<file path="src/hw/rtl/nwp_pkg.sv">
// Shared constants, codes and types for the NC word parser and motion command core.
`timescale 1ns / 1ps

package nwp_pkg;

    localparam int POS_WIDTH_DEF   = 24;
    localparam int CH_WIDTH        = 8;
    localparam int SPEED_WIDTH     = 16;
    localparam int KIND_WIDTH      = 2;
    localparam int CFG_INDEX_WIDTH = 1;
    localparam int UM_PER_MM       = 1000;

    localparam logic [1:0] MODE_IDLE  = 2'd0;
    localparam logic [1:0] MODE_OPEN  = 2'd1;
    localparam logic [1:0] MODE_SIGN  = 2'd2;
    localparam logic [1:0] MODE_DIGIT = 2'd3;

    localparam logic [1:0] LET_NONE = 2'd0;
    localparam logic [1:0] LET_X    = 2'd1;
    localparam logic [1:0] LET_Y    = 2'd2;
    localparam logic [1:0] LET_Z    = 2'd3;

    localparam logic [KIND_WIDTH-1:0] KIND_NONE = 2'd0;
    localparam logic [KIND_WIDTH-1:0] KIND_AXIS = 2'd1;
    localparam logic [KIND_WIDTH-1:0] KIND_LINE = 2'd2;

    localparam logic [CFG_INDEX_WIDTH-1:0] CFG_DRILL  = 1'b0;
    localparam logic [CFG_INDEX_WIDTH-1:0] CFG_TRAVEL = 1'b1;

    localparam logic [SPEED_WIDTH-1:0] DRILL_RESET  = 16'd60;
    localparam logic [SPEED_WIDTH-1:0] TRAVEL_RESET = 16'd120;

    localparam logic [CH_WIDTH-1:0] CH_X     = 8'h58;
    localparam logic [CH_WIDTH-1:0] CH_Y     = 8'h59;
    localparam logic [CH_WIDTH-1:0] CH_Z     = 8'h5A;
    localparam logic [CH_WIDTH-1:0] CH_N     = 8'h4E;
    localparam logic [CH_WIDTH-1:0] CH_POINT = 8'h2E;
    localparam logic [CH_WIDTH-1:0] CH_MINUS = 8'h2D;
    localparam logic [CH_WIDTH-1:0] CH_ZERO  = 8'h30;
    localparam logic [CH_WIDTH-1:0] CH_NINE  = 8'h39;

    typedef struct packed {
        logic       done;
        logic [1:0] letter;
    } word_evt_t;

    function automatic logic [6:0] frac_scale(input logic [1:0] idx);
        logic [6:0] s;
        unique case (idx)
            2'd0:    s = 7'd100;
            2'd1:    s = 7'd10;
            2'd2:    s = 7'd1;
            default: s = 7'd0;
        endcase
        return s;
    endfunction

    function automatic logic [1:0] letter_of(input logic [CH_WIDTH-1:0] c);
        logic [1:0] l;
        priority if (c == CH_X) l = LET_X;
        else if (c == CH_Y)     l = LET_Y;
        else if (c == CH_Z)     l = LET_Z;
        else                    l = LET_NONE;
        return l;
    endfunction

endpackage

</file>
<file path="src/hw/rtl/nwp_parse.sv">
// Word and number parser: tracks address letters and builds the micrometre value.
`timescale 1ns / 1ps

module nwp_parse
    import nwp_pkg::*;
#(
    parameter int POS_WIDTH = POS_WIDTH_DEF
)
(
    input  logic                        clk,
    input  logic                        rst_n,
    input  logic                        step,
    input  logic [CH_WIDTH-1:0]         ch,
    output word_evt_t                   evt,
    output logic signed [POS_WIDTH-1:0] value
);

    localparam int SUM_W = POS_WIDTH + 4;
    localparam logic [SUM_W-1:0] CAP_WIDE = SUM_W'(1) << (POS_WIDTH - 1);

    logic [1:0]           mode_reg, mode_next;
    logic [1:0]           letter_reg, letter_next;
    logic [POS_WIDTH-1:0] mag_reg, mag_next;
    logic                 neg_reg, neg_next;
    logic [1:0]           frac_reg, frac_next;
    logic                 point_reg, point_next;
    logic                 ended_reg, ended_next;

    logic                 is_digit;
    logic [3:0]           digit;
    logic [1:0]           ch_letter;
    logic [SUM_W-1:0]     mag_wide;
    logic [SUM_W-1:0]     sum;
    logic [SUM_W-1:0]     sat;

    assign is_digit  = (ch >= CH_ZERO) && (ch <= CH_NINE);
    assign digit     = ch[3:0];
    assign ch_letter = letter_of(ch);
    assign mag_wide  = {4'b0, mag_reg};

    always_comb
    begin
        if (!point_reg)
        begin
            sum = (mag_wide << 3) + (mag_wide << 1)
                + SUM_W'(digit) * SUM_W'(UM_PER_MM);
        end
        else if (frac_reg != 2'd3)
        begin
            sum = mag_wide + SUM_W'(digit) * SUM_W'(frac_scale(frac_reg));
        end
        else
        begin
            sum = mag_wide;
        end
        sat = (sum > CAP_WIDE) ? CAP_WIDE : sum;
    end

    always_comb
    begin
        if (neg_reg && (mag_reg != '0))
            value = ~mag_reg + POS_WIDTH'(1);
        else if (mag_reg[POS_WIDTH-1])
            value = {1'b0, {(POS_WIDTH - 1){1'b1}}};
        else
            value = mag_reg;
    end

    always_comb
    begin
        mode_next   = mode_reg;
        letter_next = letter_reg;
        mag_next    = mag_reg;
        neg_next    = neg_reg;
        frac_next   = frac_reg;
        point_next  = point_reg;
        ended_next  = ended_reg;
        evt.done    = 1'b0;
        evt.letter  = letter_reg;

        if (step)
        begin
            if (mode_reg == MODE_IDLE)
            begin
                if ((ch_letter != LET_NONE) || (ch == CH_N))
                begin
                    mode_next   = MODE_OPEN;
                    letter_next = ch_letter;
                    mag_next    = '0;
                    neg_next    = 1'b0;
                    frac_next   = 2'd0;
                    point_next  = 1'b0;
                    ended_next  = 1'b0;
                end
            end
            else if (is_digit)
            begin
                if (!ended_reg)
                begin
                    mag_next  = sat[POS_WIDTH-1:0];
                    mode_next = MODE_DIGIT;
                    if (point_reg && (frac_reg != 2'd3))
                        frac_next = frac_reg + 2'd1;
                end
            end
            else if (ch == CH_MINUS)
            begin
                if (!ended_reg)
                begin
                    if (mode_reg == MODE_OPEN)
                    begin
                        neg_next  = 1'b1;
                        mode_next = MODE_SIGN;
                    end
                    else
                    begin
                        ended_next = 1'b1;
                    end
                end
            end
            else if (ch == CH_POINT)
            begin
                if (!ended_reg)
                begin
                    if (point_reg)
                        ended_next = 1'b1;
                    else
                        point_next = 1'b1;
                    mode_next = MODE_DIGIT;
                end
            end
            else
            begin
                evt.done    = 1'b1;
                mode_next   = (ch_letter != LET_NONE) ? MODE_OPEN : MODE_IDLE;
                letter_next = ch_letter;
                mag_next    = '0;
                neg_next    = 1'b0;
                frac_next   = 2'd0;
                point_next  = 1'b0;
                ended_next  = 1'b0;
            end
        end
    end

    always_ff @(posedge clk or negedge rst_n)
    begin
        if (!rst_n)
        begin
            mode_reg   <= MODE_IDLE;
            letter_reg <= LET_NONE;
            mag_reg    <= '0;
            neg_reg    <= 1'b0;
            frac_reg   <= 2'd0;
            point_reg  <= 1'b0;
            ended_reg  <= 1'b0;
        end
        else
        begin
            mode_reg   <= mode_next;
            letter_reg <= letter_next;
            mag_reg    <= mag_next;
            neg_reg    <= neg_next;
            frac_reg   <= frac_next;
            point_reg  <= point_next;
            ended_reg  <= ended_next;
        end
    end

    a_frac_needs_point: assert property (@(posedge clk) disable iff (!rst_n)
        (frac_reg != 2'd0) |-> point_reg)
        else $error("fraction digits counted without a point");

    a_sign_mode_negative: assert property (@(posedge clk) disable iff (!rst_n)
        (mode_reg == MODE_SIGN) |-> neg_reg)
        else $error("sign state without negative flag");

    a_mag_capped: assert property (@(posedge clk) disable iff (!rst_n)
        mag_reg[POS_WIDTH-1] |-> (mag_reg[POS_WIDTH-2:0] == '0))
        else $error("magnitude above saturation cap");

endmodule

</file>
<file path="src/hw/rtl/nwp_motion.sv">
// Motion stage: feed rate selection, position tracking and the result register.
`timescale 1ns / 1ps

module nwp_motion
    import nwp_pkg::*;
#(
    parameter int POS_WIDTH = POS_WIDTH_DEF
)
(
    input  logic                        clk,
    input  logic                        rst_n,
    input  word_evt_t                   evt,
    input  logic signed [POS_WIDTH-1:0] value,
    input  logic                        cfg_write,
    input  logic [CFG_INDEX_WIDTH-1:0]  cfg_index,
    input  logic [SPEED_WIDTH-1:0]      cfg_data,
    output logic                        out_valid,
    input  logic                        out_ready,
    output logic                        speed_change,
    output logic [SPEED_WIDTH-1:0]      speed,
    output logic [KIND_WIDTH-1:0]       move_kind,
    output logic signed [POS_WIDTH-1:0] target_x,
    output logic signed [POS_WIDTH-1:0] target_y,
    output logic signed [POS_WIDTH-1:0] target_z
);

    logic [SPEED_WIDTH-1:0]      drill_reg, travel_reg;
    logic [SPEED_WIDTH-1:0]      active_reg, active_next;
    logic signed [POS_WIDTH-1:0] pend_x_reg, pend_x_next;
    logic signed [POS_WIDTH-1:0] pend_y_reg, pend_y_next;
    logic signed [POS_WIDTH-1:0] pos_x_reg, pos_x_next;
    logic signed [POS_WIDTH-1:0] pos_y_reg, pos_y_next;
    logic signed [POS_WIDTH-1:0] pos_z_reg, pos_z_next;
    logic                        valid_reg, valid_next;
    logic                        change_reg;
    logic [SPEED_WIDTH-1:0]      speed_reg;
    logic [KIND_WIDTH-1:0]       kind_reg;
    logic signed [POS_WIDTH-1:0] tx_reg, ty_reg, tz_reg;

    logic                        emit;
    logic                        changed;
    logic [KIND_WIDTH-1:0]       kind;
    logic signed [POS_WIDTH-1:0] tz;

    always_comb
    begin
        active_next = active_reg;
        changed     = 1'b0;
        if (!value[POS_WIDTH-1] && (active_reg != travel_reg))
        begin
            active_next = travel_reg;
            changed     = 1'b1;
        end
        else if (value[POS_WIDTH-1] && (active_reg == travel_reg))
        begin
            active_next = drill_reg;
            changed     = 1'b1;
        end
    end

    always_comb
    begin
        pend_x_next = pend_x_reg;
        pend_y_next = pend_y_reg;
        pos_x_next  = pos_x_reg;
        pos_y_next  = pos_y_reg;
        pos_z_next  = pos_z_reg;
        emit        = 1'b0;
        kind        = KIND_AXIS;
        tz          = pos_z_reg;
        if (evt.done)
        begin
            unique case (evt.letter)
                LET_X:
                begin
                    pend_x_next = value;
                end
                LET_Y:
                begin
                    emit        = 1'b1;
                    pend_y_next = value;
                    pos_x_next  = pend_x_reg;
                    pos_y_next  = value;
                    if ((pos_z_reg > 0) || (pend_x_reg == pos_x_reg) || (value == pos_y_reg))
                        kind = KIND_AXIS;
                    else
                        kind = KIND_LINE;
                end
                LET_Z:
                begin
                    emit       = 1'b1;
                    tz         = value;
                    pos_x_next = pend_x_reg;
                    pos_y_next = pend_y_reg;
                    pos_z_next = value;
                end
                default:
                begin
                end
            endcase
        end
    end

    assign valid_next = emit ? 1'b1 : (out_ready ? 1'b0 : valid_reg);

    always_ff @(posedge clk or negedge rst_n)
    begin
        if (!rst_n)
        begin
            drill_reg  <= DRILL_RESET;
            travel_reg <= TRAVEL_RESET;
            active_reg <= DRILL_RESET;
            pend_x_reg <= '0;
            pend_y_reg <= '0;
            pos_x_reg  <= '0;
            pos_y_reg  <= '0;
            pos_z_reg  <= '0;
            valid_reg  <= 1'b0;
        end
        else
        begin
            if (cfg_write && (cfg_index == CFG_DRILL))
                drill_reg <= cfg_data;
            if (cfg_write && (cfg_index == CFG_TRAVEL))
                travel_reg <= cfg_data;
            if (emit)
                active_reg <= active_next;
            pend_x_reg <= pend_x_next;
            pend_y_reg <= pend_y_next;
            pos_x_reg  <= pos_x_next;
            pos_y_reg  <= pos_y_next;
            pos_z_reg  <= pos_z_next;
            valid_reg  <= valid_next;
        end
    end

    always_ff @(posedge clk)
    begin
        if (emit)
        begin
            change_reg <= changed;
            speed_reg  <= active_next;
            kind_reg   <= kind;
            tx_reg     <= pend_x_reg;
            ty_reg     <= (evt.letter == LET_Y) ? value : pend_y_reg;
            tz_reg     <= tz;
        end
    end

    assign out_valid    = valid_reg;
    assign speed_change = change_reg;
    assign speed        = speed_reg;
    assign move_kind    = kind_reg;
    assign target_x     = tx_reg;
    assign target_y     = ty_reg;
    assign target_z     = tz_reg;

    a_kind_is_move: assert property (@(posedge clk) disable iff (!rst_n)
        valid_reg |-> ((kind_reg == KIND_AXIS) || (kind_reg == KIND_LINE)))
        else $error("result without a move kind");

    a_speed_tracks_active: assert property (@(posedge clk) disable iff (!rst_n)
        valid_reg |-> (speed_reg == active_reg))
        else $error("reported speed differs from active rate");

    a_pos_is_target: assert property (@(posedge clk) disable iff (!rst_n)
        valid_reg |-> ((tx_reg == pos_x_reg) && (ty_reg == pos_y_reg) && (tz_reg == pos_z_reg)))
        else $error("position not advanced to move target");

endmodule

</file>
<file path="src/hw/rtl/nc_word_parser_motion_cmd_core.sv">
// Top level of the NC word parser and motion command core.
`timescale 1ns / 1ps

// Usage:
//   Program text enters one byte per beat on the in channel (in_valid, in_ready, ch).
//   Each Y or Z word, once closed by a byte that is not a digit, '-' or '.',
//   gives one move beat on the out channel: speed_change, speed, move_kind
//   and target_x/y/z in micrometres. X and N words give no beat.
//   Feed rates are written on the cfg channel: index 0 drill rate, 1 travel rate;
//   cfg_ready is always high. Write them only while no text is in flight.
//   An accepted byte sits in the input register (ch_reg) and is parsed from
//   there once the result register is free or being taken; a closing Y or Z
//   byte then loads the result register, from which its move beat is offered.
//   Throughput: one byte per cycle while results are taken, since the parse
//   and motion update between the input and result registers are combinational.
//   A stalled result holds the result register; the byte behind it waits in
//   the input register and in_ready drops until out_ready returns.
//   Reset clears parser state and positions, sets the rates to 60 and 120
//   mm/min with the drill rate active.

module nc_word_parser_motion_cmd_core
    import nwp_pkg::*;
#(
    parameter int POS_WIDTH = POS_WIDTH_DEF
)
(
    input  logic                        clk,
    input  logic                        rst_n,
    input  logic                        in_valid,
    output logic                        in_ready,
    input  logic [CH_WIDTH-1:0]         ch,
    output logic                        out_valid,
    input  logic                        out_ready,
    output logic                        speed_change,
    output logic [SPEED_WIDTH-1:0]      speed,
    output logic [KIND_WIDTH-1:0]       move_kind,
    output logic signed [POS_WIDTH-1:0] target_x,
    output logic signed [POS_WIDTH-1:0] target_y,
    output logic signed [POS_WIDTH-1:0] target_z,
    input  logic                        cfg_valid,
    output logic                        cfg_ready,
    input  logic [CFG_INDEX_WIDTH-1:0]  cfg_index,
    input  logic [SPEED_WIDTH-1:0]      cfg_data
);

    logic                        hold_reg, hold_next;
    logic [CH_WIDTH-1:0]         ch_reg;
    logic                        step;
    word_evt_t                   evt;
    logic signed [POS_WIDTH-1:0] value;

    assign step      = hold_reg && (!out_valid || out_ready);
    assign in_ready  = !hold_reg || step;
    assign hold_next = (in_valid && in_ready) ? 1'b1 : (step ? 1'b0 : hold_reg);
    assign cfg_ready = 1'b1;

    always_ff @(posedge clk or negedge rst_n)
    begin
        if (!rst_n)
            hold_reg <= 1'b0;
        else
            hold_reg <= hold_next;
    end

    always_ff @(posedge clk)
    begin
        if (in_valid && in_ready)
            ch_reg <= ch;
    end

    nwp_parse #(
        .POS_WIDTH (POS_WIDTH)
    ) u_parse (
        .clk   (clk),
        .rst_n (rst_n),
        .step  (step),
        .ch    (ch_reg),
        .evt   (evt),
        .value (value)
    );

    nwp_motion #(
        .POS_WIDTH (POS_WIDTH)
    ) u_motion (
        .clk          (clk),
        .rst_n        (rst_n),
        .evt          (evt),
        .value        (value),
        .cfg_write    (cfg_valid && cfg_ready),
        .cfg_index    (cfg_index),
        .cfg_data     (cfg_data),
        .out_valid    (out_valid),
        .out_ready    (out_ready),
        .speed_change (speed_change),
        .speed        (speed),
        .move_kind    (move_kind),
        .target_x     (target_x),
        .target_y     (target_y),
        .target_z     (target_z)
    );

endmodule
</file>
<file path="config.mk">
export PLATFORM = sky130hd
export DESIGN_NAME = nc_word_parser_motion_cmd_core
export DESIGN_NICKNAME = d
export VERILOG_FILES = /design/src/hw/rtl/nwp_pkg.sv /design/src/hw/rtl/nwp_parse.sv /design/src/hw/rtl/nwp_motion.sv /design/src/hw/rtl/nc_word_parser_motion_cmd_core.sv
export SDC_FILE = /design/constraint.sdc
export NUM_CORES = 1
export LEC_CHECK = 0
export CORE_ASPECT_RATIO = 0.8
export CORE_UTILIZATION = 60
export DETAILED_ROUTE_END_ITERATION = 6
export DONT_BUFFER_PORTS = 1
export MAX_ROUTING_LAYER = met4
export PLACE_DENSITY = 0.75
export SYNTH_ARGS = -nofsm -noshare
export SYNTH_HDL_FRONTEND = slang
export SYNTH_SLANG_ARGS = --single-unit
export TNS_END_PERCENT = 20
</file>
<file path="constraint.sdc">
create_clock -name clk -period 16.4 [get_ports clk]
set_input_delay 3.28 -clock clk [delete_from_list [all_inputs] [get_ports clk]]
set_output_delay 3.28 -clock clk [all_outputs]
set_load 0.02 [all_outputs]
</file>
==> run metrics <==
Clock Path Buffers=3; Mapped Area=0.01727 mm²; HP Start=u_motion.active_reg[3]; vias in the first global route=12400; Worst Path Max Fanout=13; fin cells=a little over 2000; total routed wirelength=roughly 42000 µm; number of synthesized flops with an enable pin=99; Final ANT Viol Nets=0; FF+latch count, synth=302; gp weighted congestion=a little under 1; drt wl/cell=between 20 and 25 µm; Ys Warns=0; total number of vias=approximately 13000; RSZ-0062 raised after global routing=false; All-Layer GR Usage=30.26%; CTS tree=yes; Worst-Margin Slew=~1.1 ns; Root Buffer=clkbuf_16; clk slew on worst S/H paths=roughly 0.06 ns; CTS H-tree lvls=1; PortBufs=0; total congestion overflow=0; Multi-input gate area=approximately 0.0085 mm²; DRC viols=0; Post-CTS Resized=0; Setup Crit Path Kind=reg -> reg; Core Box Area=0.02828 mm²; Post-Place Cells=2017; Slew Limit Fails=0; largest net degree at the start of global routing=204; CP peak stage delay=just under 0.8 ns; Iteration-0 DRC Markers=1138; HPWL after DPL=29680 µm; via/cell ratio=about 6.3; final hold vios=0; Sequential cell area=0.008068 mm²; Crit Reg-Reg Startpoint=ch_reg[1]; TNS Setup=0 ns; final worst path period share=43.01%; worst skew pair latency=0.55 ns; critical path capture point type=register; f_max=141.8 MHz; Crit path required time=16.86 ns; TritonRoute pass-1 iters=6; Unique masters post-synth=between 80 and 90; leakage=8.003 nW; total CTS buffers=28; cts hold-fix bufs=0; MaxCap Viol Count=0; hold path depth=2; Reg2Reg Depth=21; Design Power=2.176 mW; crit path max-delay cell type=a2111oi_0; Avg Cell Area, Syn=9.997 µm²; first-pass GRT wire length=68080 µm; Setup Skew=between 0.02 and 0.025 ns; # setup viols final=0; Sink Count=roughly 300; r2r endpoint=u_parse.mag_reg[20]; Most used DFF post-synth=dfrtp_1; Antenna Cells=0; Initial Util=between 60% and 70%; Seq/Total Area, Yosys=between 40 and 50%; Worst Hold End=u_motion.active_reg[3]; Slew HR=25.49%; share of cells above drive strength 1=9.241%; area grow syn2layout=6.928%; hold slack=between 0.4 and 0.5 ns; Die Ht=153.7 µm; Period minus WS final=7.054 ns; Die ar.=slightly below 0.03 mm²; Post-CTS Setup Bufs=0; nets=1822; Peak VDD IR=0.1062 mV; Boundary Pins=124; Arr. time, crit path=between 7 and 8 ns; startpoint types=register; worst reg-to-reg setup slack=9.35 ns; cells after synthesis=between 1500 and 2000; Die W=191.7 µm; row cnt=55; Hold Path Class=reg -> reg; status=finished, final reports clean; Fill cells=2197; worst-path cell chain=fa_1, inv_1, fa_1, inv_1, ha_1, a21o_1, a21oi_1, o21bai_1, a21oi_1, xor2_1, fa_1, inv_1, ha_1, nand4_1, a21oi_1, o21ai_0, a2111oi_0, o22ai_1, a211oi_1, o2111ai_1, o21ai_0; PwrDens=117.9 mW/mm²; ys async rst share=between 60% and 70%; Syn Nets=between 1500 and 2000; initial antenna violation count=0
metrics by stage:
stage               utilization (%)  cell area, µm²  setup slack (ns)
floorplan                         -           17270             9.562
global placement              61.74           17460             9.554
detailed placement            61.74           17460             9.467
CTS                           65.27           18460             9.460
global route                  65.27           18460             8.659
finish                        65.27           18460             9.346
cells in the final DEF (no fill, tap or decap), drive strengths merged, types with 7 or more instances in the layout:
master,Yosys,layout
a32o,13,13
or2,7,7
a21oi,113,113
o21a,9,9
xnor2,53,53
buf,15,12
nor3,24,24
xor2,45,45
nor2b,10,10
nand4,20,20
nor4,27,27
a21o,11,11
clkinv,0,11
mux2,61,61
a31oi,15,15
nand3,26,26
nand2,189,189
o21ai,173,173
o211ai,9,9
and2,9,9
a211oi,9,9
nor2,130,130
ha,82,82
o31ai,43,43
or3,12,12
o22ai,28,28
fa,33,33
dfstp,12,12
dfrtp,191,191
edfxtp,99,99
nand2b,10,10
clkbuf,77,32
inv,97,98
logic make-up after synthesis:
logic type      count (synthesis)  share of synthesized area [%]
simple gates                  487                          13.28
compound gates                471                          16.80
flops                         302                          46.73
buf+inv                       189                          4.232
fa+ha+maj                     115                          9.769
xor+xnor                       98                          5.015
mux                            64                          4.152
other cells                     1                        0.02172
synth_stat cells (45+ instances only):
| master | count | share of area [%] |
|---|---|---|
| a21oi_1 | 113 | 3.3 |
| clkbuf_1 | 77 | 1.7 |
| dfrtp_1 | 191 | 28 |
| edfxtp_1 | 99 | 17 |
| ha_1 | 82 | 5.9 |
| inv_1 | 97 | 2.1 |
| mux2_2 | 60 | 3.9 |
| nand2_1 | 189 | 4.1 |
| nor2_1 | 130 | 2.8 |
| o21ai_0 | 168 | 4.9 |
| xnor2_1 | 52 | 2.6 |
| xor2_1 | 45 | 2.3 |
worst max path at each step:
stage | cells after the start | slack (ns) | start | endpoint
finish | 21 | 9.35 | ch_reg[1] | u_parse.mag_reg[20]
global route | 21 | 8.66 | ch_reg[1] | u_parse.mag_reg[16]
CTS | 21 | 9.46 | ch_reg[1] | u_parse.mag_reg[20]
detailed placement | 21 | 9.47 | ch_reg[1] | u_parse.mag_reg[20]
global placement | 1 | 9.55 | out_ready | in_ready
floorplan | 1 | 9.56 | out_ready | in_ready
where the power goes:
group / total, mW / internal [mW] / switching [mW]
combinational: 0.602 / 0.219 / 0.383
clock: 0.698 / 0.412 / 0.286
sequential: 0.876 / 0.828 / 0.0483
cell type report:
type,instances,area share [%]
Clock inverter,20,1.308
Tap cell,370,2.508
Multi-Input combinational cell,1236,45.92
Sequential cell,302,43.70
Timing Repair Buffer,12,0.4880
Clock buffer,32,4.100
Inverter,97,1.979
per-layer routing:
layer	routed length [µm]	global-route usage, %
met5	0	-
met4	850	6.803
met3	3224	5.729
met2	18730	43.89
met1	19130	44.17
critical path, delay by kind of cell (launching register included):
kind / cells / cell delay [ns]
buf+inv: 3 / 0.21
compound gates: 11 / 3.49
xor+xnor: 1 / 0.31
simple gates: 1 / 0.11
flops: 1 / 0.61
fa+ha+maj: 5 / 2.22
No activity file was read; power rests on OpenSTA's default activity.
